File: config.mk
export PLATFORM = sky130hd
export DESIGN_NAME = klhr_ctrl
export DESIGN_NICKNAME = d
export VERILOG_FILES = /design/src/rtl/core/klhr_pkg.sv /design/src/rtl/core/klhr_ctrl.sv
export SDC_FILE = /design/constraint.sdc
export NUM_CORES = 1
export LEC_CHECK = 0
export ABC_AREA = 1
export BUFFER_PORTS_ARGS = -buffer_cell sky130_fd_sc_hd__buf_2
export CAP_MARGIN = 0
export CORE_AREA = 4 4 41 43
export DETAILED_ROUTE_END_ITERATION = 6
export DIE_AREA = 0 0 45 47
export GPL_TIMING_DRIVEN = 0
export HOLD_SLACK_MARGIN = 0.15
export MAX_ROUTING_LAYER = met4
export PLACE_DENSITY = 0.46
export SLEW_MARGIN = 20
export SYNTH_ARGS = -nofsm -noshare
export SYNTH_HDL_FRONTEND = slang
export SYNTH_SLANG_ARGS = --single-unit
File: constraint.sdc
create_clock -name clk -period 1.3 [get_ports clk]
set_clock_uncertainty 0.15 [all_clocks]
set_input_delay 0.26 -clock clk [delete_from_list [all_inputs] [get_ports clk]]
set_output_delay 0.26 -clock clk [all_outputs]
set_load 0.02 [all_outputs]
File: src/rtl/core/klhr_pkg.sv
// klhr_pkg: shared types and constants for the keymap layer hid report encoder
// no dependencies; imported by the interfaces, controller, datapath and checker

package klhr_pkg;

  // field widths fixed by the item and report formats
  localparam int OP_W        = 1;
  localparam int LAYER_FLD_W = 3;
  localparam int POS_FLD_W   = 6;
  localparam int WORD_W      = 16;
  localparam int MASK_W      = 18;
  localparam int CODE_W      = 8;
  localparam int COUNT_W     = 3;
  localparam int OUT_SLOTS   = 6;

  // keymap geometry
  localparam int HALF_COLS  = 5;
  localparam int ROW_STRIDE = 10;

  // operations
  localparam logic [OP_W-1:0] OP_LOAD = 1'b0;
  localparam logic [OP_W-1:0] OP_SCAN = 1'b1;

  // keymap word kinds (high byte)
  localparam logic [CODE_W-1:0] KIND_LAYER    = 8'h10;
  localparam logic [CODE_W-1:0] KIND_MODIFIER = 8'h20;

  typedef logic [CODE_W-1:0] code_t;

  // controller to datapath
  typedef struct packed {
    logic load_wr;
    logic scan_start;
    logic key_step;
    logic list_step;
    logic publish;
  } klhr_cmd_t;

  // datapath to controller
  typedef struct packed {
    logic keys_last;
    logic list_more;
    logic busy;
    logic out_free;
  } klhr_sts_t;

endpackage

File: src/rtl/core/klhr_ctrl.sv
// klhr_ctrl: sequencing state machine for loads and scans
// depends on klhr_pkg; drives klhr_datapath through command/status structs

module klhr_ctrl (
  input  logic                      clk,
  input  logic                      rst,
  input  logic                      in_valid,
  input  logic [klhr_pkg::OP_W-1:0] in_operation,
  output logic                      in_ready,
  output klhr_pkg::klhr_cmd_t       cmd,
  input  klhr_pkg::klhr_sts_t       sts
);
  import klhr_pkg::*;

  localparam logic [2:0] S_IDLE   = 3'd0;
  localparam logic [2:0] S_KEYS   = 3'd1;
  localparam logic [2:0] S_KDRAIN = 3'd2;
  localparam logic [2:0] S_LIST   = 3'd3;
  localparam logic [2:0] S_LDRAIN = 3'd4;
  localparam logic [2:0] S_DONE   = 3'd5;

  logic [2:0] state;
  logic [2:0] state_next;

  always_ff @(posedge clk) begin
    if (rst) begin
      state <= S_IDLE;
    end else begin
      state <= state_next;
    end
  end

  always_comb begin
    state_next = state;
    cmd        = '0;
    in_ready   = 1'b0;
    unique case (state)
      S_IDLE: begin
        in_ready = 1'b1;
        if (in_valid) begin
          if (in_operation == OP_SCAN) begin
            cmd.scan_start = 1'b1;
            state_next     = S_KEYS;
          end else begin
            cmd.load_wr = 1'b1;
          end
        end
      end
      S_KEYS: begin
        cmd.key_step = 1'b1;
        if (sts.keys_last) state_next = S_KDRAIN;
      end
      S_KDRAIN: begin
        // last layer-0 word still being evaluated
        if (!sts.busy) state_next = S_LIST;
      end
      S_LIST: begin
        if (sts.list_more) begin
          cmd.list_step = 1'b1;
        end else begin
          state_next = S_LDRAIN;
        end
      end
      S_LDRAIN: begin
        if (!sts.busy) state_next = S_DONE;
      end
      S_DONE: begin
        if (sts.out_free) begin
          cmd.publish = 1'b1;
          state_next  = S_IDLE;
        end
      end
      default: state_next = S_IDLE;
    endcase
  end

endmodule

==> impl_metrics.yaml, run 1 <==
outcome:
  outcome: "finished, violations left"
  failed_checks: "negative setup slack"
worst_setup_path:
  crit_family: "flip-flops"
  critPathLaunch: "state[1]"
  r2r_cells: 9
  cp.depth: 7
  startpoint_type: "flop"
  max_stage_delay_ns: 0.30
  crit_path_end: "cmd[4]"
  critical_path_class: "flop to output pin"
  rrSetupSlack_ns: -0.12
  cp.arrival_ns: 1.12
  crit_fanout: 5
  cp_common_cell: "buf_6"
  required_ns: 0.89
  crit_slowest_cell: "dfxtp_1"
  end_kind: "output pin"
  crit_buf_inv: 3
  crit_chain: "buf_6 > nor2_8 > nand2_4 > inv_4 > nand2_2 > nor2_4 > buf_6"
  r2r-start: "state[1]"
  timing.rr.end: "state[2]"
clock_network:
  htree_levels: 1
  cts-buffers-inserted: 3
  cts_tree: "done"
  clock_path_buffers: 2
  clkTransAtPathRegs_ns: 0.04
  root_buffer: "clkbuf_4"
  clk_latency_ns: 0.23
  cts.sinks: 3
floorplanning:
  core_area_um2: 1300
  start_util_pct: 28.5
  die_w_um: 45
  ioPinCount: 14
  rows: 13
  die_area_um2: 2120
  die_y_um: 47
routing:
  wl_um: 935
  drt_iter0_drc: 4
  detailroute.via_count: 446
  wl_per_cell_um: 8.99
  ant_nets: 0
  drc: 0
  drt_pass1_iterations: 4
  post_drt_via_cell_ratio: 4.29
sta:
  fmax_ghz: 0.655
  holdWs_ns: 0.361
  setup_tns_ns: -1.33
  rsz0062_at_grt: "yes"
  maxSlewHeadroom_pct: 90.1
  timing.final.ws_setup_ns: -0.228
  min_period_ns: 1.53
  tightest_slew_ns: 0.149
  min_period_over_period_pct: 118
  finalHoldViolCount: 0
  setup_viol: 9
  final-max-slew-violation-count: 0
grt:
  grt_max_degree: 7
  antenna_found_initial: 0
  grt_pass1_vias: 417
  grtUsageTotal_pct: 11.5
  grt_overflow: 0
  grt_pass1_wl_um: 1700
logic_synthesis:
  synth_fa_ha_area_share_pct: 0
  ys_top_cells_by_area: "dfxtp_1 (16%), nor2_1 (13%), nand2_1 (9.1%), buf_6 (9.1%), nand3_1 (6.8%)"
  netlist_area_um2: 370
  synth-seq-cells: 3
  synth_ff_type: "dfxtp_1"
  avgSynthCellArea_um2: 6.39
  yosysTopAreaCellShare_pct: 16.2
  synth_xor_area_share_pct: 0
  synth_edf_count: 0
  yosys-top-cells-count: "nor2_1 (13), nand2_1 (9), inv_1 (6)"
  synth.most_common_cell: "nor2_1"
  synthMuxAreaShare_pct: 0
  ys_warn_count: 0
  synthesis.nets: 66
  synth_top_family_by_area: "simple AND/OR/NAND/NOR gates"
  post_synth_and_or_nand_nor_area_fraction_pct: 59.5
  yosysTopAreaCell: "dfxtp_1"
  synth-compound-area-share_pct: 6.08
  synthDistinctLibCells: 17
  async_flop_share_pct: 0
  ys_seq_area_share_pct: 16.2
  netlist_instances: 58
cells_and_area:
  largest_reg_flops: 3
  finish.instance_area_um2: 701
  regMostFlops: "state"
  fill_cells: 128
  fin_nets: 98
  drive_gt1_share_pct: 68.5
  top_regs: "state (3)"
  antenna_cells: 0
  syn2layout_area_growth_pct: 89.2
  regArea_um2: 62.6
  multi_input_area_um2: 304
placed_design:
  place_congestion: 0.736
  placed_area_um2: 474
  hpwlAfterDp_um: 637
  io_buffers: 13
  dp_slack_ns: -0.103
power_and_ir_drop:
  p_leak_uw: 0.000366
  power_density_nw_per_um2: 2040
  peakVddDrop_mv: 0.884
worst_hold_path:
  worstHoldPathCells: 6
  hp-class: "input port to flop"
run:
  max_cap_viol_count: 0
## worst register-to-register path: cells and delay by family (launching register included)
family	cells	cell delay, ns
DFF	1	0.30
buffers and inverters	3	0.37
and+or+nand+nor	6	0.49
## cells in the final DEF (no fill, tap or decap), drive strengths merged
cell type | synthesis | final
dlygate4sd3 | 0 | 1
a21oi | 1 | 1
clkbuf | 0 | 4
nor3 | 1 | 1
inv | 9 | 9
dfxtp | 3 | 3
nor2 | 19 | 19
nand2 | 11 | 11
nand3 | 7 | 7
o21ai | 2 | 2
buf | 3 | 29
nand4 | 2 | 2
## how the worst min path moves through the flow
stage | startpoint | endpoint | slack [ns]
3_5_place_dp | rst | state[0] | 0.39
2_1_floorplan | rst | state[1] | 0.27
6_report | sts[0] | state[0] | 0.36
4_1_cts | sts[0] | state[0] | 0.37
3_3_place_gp | rst | state[2] | 0.39
5_1_grt | sts[0] | state[0] | 0.39
## layout make-up
cell class | instances | area share [%]
flip-flops and latches | 3 | 8.93
inverters | 9 | 6.25
well taps | 15 | 2.68
clock buffers | 4 | 3.75
repair buffers | 27 | 29.6
plain buffers | 3 | 5.36
multi-input cells | 43 | 43.4
## metrics by stage
| stage | cells | power, uW | util (%) |
|---|---|---|---|
| 3_5_place_dp | 86 | 954 | 36.4 |
| 6_report | 104 | 1430 | 53.8 |
| 4_1_cts | 100 | 1320 | 48.2 |
| 3_3_place_gp | 86 | 958 | 36.4 |
| 5_1_grt | 104 | 1570 | 53.8 |
| 2_1_floorplan | 58 | 815 | - |
## what timing repair did
item / CTS / global route
setup buffers: 9 / 4
hold buffers: 1 / 0
pin swaps: 2 / 8
endpoints found under the hold margin: 3 / 0
gates resized for setup: 14 / 13
setup endpoints to repair: 6 / 9
## per-layer routing
layer / GRT usage, % / vias up / wire length, um
li1: - / 239 / -
met1: 13.2 / 195 / 413
met2: 19.2 / 12 / 465
met3: 5.75 / 0 / 57
met4: 0 / 0 / 0
met5: - / - / 0
## power breakdown
part | internal, uW | leakage [uW] | switching, uW | total, uW
combinational | 522 | 0.000325 | 605 | 1130
sequential | 128 | 0.0000255 | 14.6 | 142
clock | 115 | 0.0000150 | 46.5 | 161
## kinds of logic after synthesis
kind of cell           Yosys count
and+or+nand+nor                 40
buffers and inverters           12
DFF                              3
AOI/OAI and AO/OA                3
No activity file was read; power rests on OpenSTA's default activity.
==> run 2: changes to the inputs <==
- ABC_AREA: 1 -> 0
- PLACE_DENSITY: 0.46 -> 0.38
==> run 2 against run 1 <==
The run still ends with negative setup slack left. Non-clock buffer count shrank 7. Total power shrank 31%. Wire length shrank 18%. Final area shrank 26%. First-iteration DRC count shrank 100%. Flip-flop and latch count is the same. Register-to-register slack gained 0.09 ns. Sequential share of layout area grew 4.3 points. Area after synthesis shrank 28%. Core utilization shrank 14 points. Maximum frequency shrank 0.70%. Final cell count shrank 28%. Critical endpoint is now cmd[3].
==> impl_metrics.yaml, run 2 <==
logic_synthesis:
  synth_ff_type: "dfxtp_1"
  synth-seq-cells: 3
  yosys-top-cells-count: "nand2_1 (4), nor2_1 (4), dfxtp_1 (3)"
  yosysTopAreaCellShare_pct: 22.4
  synth_edf_count: 0
  netlist_instances: 34
  async_flop_share_pct: 0
  ys_top_cells_by_area: "dfxtp_1 (22%), nor2b_2 (6.5%), nand2_1 (5.6%), nor2_1 (5.6%), and2_1 (4.7%)"
  ys_warn_count: 0
  synthDistinctLibCells: 24
  synthesis.nets: 42
  ys_seq_area_share_pct: 22.4
  netlist_area_um2: 268
  avgSynthCellArea_um2: 7.88
  yosysTopAreaCell: "dfxtp_1"
sta:
  setup_viol: 7
  maxSlewHeadroom_pct: 88.0
  fmax_ghz: 0.650
  min_period_over_period_pct: 118
  timing.final.ws_setup_ns: -0.238
  min_period_ns: 1.54
  tightest_slew_ns: 0.180
  final-max-slew-violation-count: 0
  rsz0062_at_grt: "yes"
  setup_tns_ns: -1.18
  finalHoldViolCount: 0
power_and_ir_drop:
  comb_power_share_pct: 67.9
  power_density_nw_per_um2: 1910
  switching_share_pct: 38.1
  peakVddDrop_mv: 0.564
  p_leak_uw: 0.000255
  pwr-share-clk_pct: 16.3
  cell_internal_pwr_uw: 614
  power_uw: 992
  sequentialPowerShare_pct: 15.8
  p_switching_uw: 378
clock_network:
  root_buffer: "clkbuf_4"
  htree_levels: 1
  cts-buffers-inserted: 3
  clkTransAtPathRegs_ns: 0.04
  cts.sinks: 3
  cts_tree: "done"
  clk_latency_ns: 0.23
  clock_path_buffers: 2
cells_and_area:
  fin_nets: 69
  final_common_cell: "buf_2"
  drive_gt1_share_pct: 73.3
  largest_reg_flops: 3
  antenna_cells: 0
  top_regs: "state (3)"
  regMostFlops: "state"
  multi_input_area_um2: 228
  stdcell_count: 75
  regArea_um2: 68.8
  final_cell_mix: "buf_2 (9), buf_4 (7), buf_6 (6)"
  syn2layout_area_growth_pct: 94.4
  fill_cells: 140
worst_setup_path:
  end_kind: "output pin"
  required_ns: 0.89
  startpoint_type: "flop"
  cp.arrival_ns: 1.13
  crit_fanout: 3
  critical_path_class: "flop to output pin"
  rrSetupSlack_ns: -0.03
grt:
  grt_overflow: 0
  gr-usage-met3_pct: 2.68
  grt_max_degree: 8
  top_usage_layer: "met2"
  met2_usage_pct: 13.0
  grtUsageTotal_pct: 8.00
  grt_use_met1_pct: 8.20
  antenna_found_initial: 0
  grt_pass1_vias: 277
  grt_pass1_wl_um: 1130
floorplanning:
  rows: 13
  core_area_um2: 1300
  start_util_pct: 20.6
  die_y_um: 47
  ioPinCount: 14
  die_w_um: 45
  die_area_um2: 2120
routing:
  wl_per_cell_um: 10.2
  wl_um: 765
  drt_pass1_iterations: 1
  detailroute.via_count: 324
  post_drt_via_cell_ratio: 4.32
  ant_nets: 0
  drc: 0
  drt_iter0_drc: 0
outcome:
  failed_checks: "negative setup slack"
  outcome: "finished, violations left"
placed_design:
  placed_cells: 62
  place_congestion: 0.657
  io_buffers: 13
worst_hold_path:
  hp-class: "input port to flop"
run:
  max_cap_viol_count: 0
==> run 2: kinds of logic (layout without fill, tap and decap cells) <==
group | after synthesis | in the layout | synth area share [%]
mux | 1 | 1 | 3.74
simple gates | 22 | 22 | 49.5
flops | 3 | 3 | 22.4
compound gates | 6 | 6 | 18.7
buf+inv | 2 | 28 | 5.61
==> run 2: worst paths after layout <==
kind,from,endpoint,cells past startpoint
min reg2reg,state[2],state[1],1
max,state[0],cmd[3],4
min,sts[0],state[2],4
max reg2reg,state[0],state[0],6
==> run 2: area by class of cell <==
cell class / instances / share of cell area [%]
plain buffers: 1 / 2.16
clock buffers: 4 / 5.05
inverters: 1 / 0.721
multi-input cells: 29 / 43.7
flip-flops and latches: 3 / 13.2
well taps: 15 / 3.61
repair buffers: 22 / 31.5
==> run 2: stage by stage <==
stage               hold slack [ns]  setup WS, ns  utilization [%]  area, um2
floorplan                     0.182       -0.0945                -        288
global placement              0.316        -0.139             28.6        372
detailed placement            0.329        -0.138             28.6        372
CTS                           0.212        -0.262             38.8        505
global route                  0.222        -0.304             40.0        520
finish                        0.217        -0.238             40.0        520
==> run 2: worst max-delay path, cell delays in order (launching register included) <==
cell     delay (ns)
dfxtp_2        0.31
buf_6          0.12
nor3_4         0.15
and3_4         0.21
buf_6          0.11
==> run 2: repair_timing <==
item	4_1_cts	5_1_grt
pin swaps	3	1
setup endpoints to repair	6	7
gates resized for setup	19	0
setup buffers	6	2
hold buffers	1	0
endpoints found under the hold margin	2	0
==> run 2: layer usage <==
| layer | wire length (um) | part of all wire [%] | up-vias |
|---|---|---|---|
| li1 | - | - | 167 |
| met1 | 283 | 37 | 149 |
| met2 | 432 | 56 | 8 |
| met3 | 48 | 6.3 | 0 |
| met4 | 0 | 0 | 0 |
| met5 | 0 | 0 | - |
==> run 2: power groups by stage <==
stage	combinational [uW]	sequential [uW]	clock, uW
CTS	670	157	172
global route	722	160	183
finish	674	157	161
floorplan	340	154	0
detailed placement	439	163	0
global placement	430	162	0
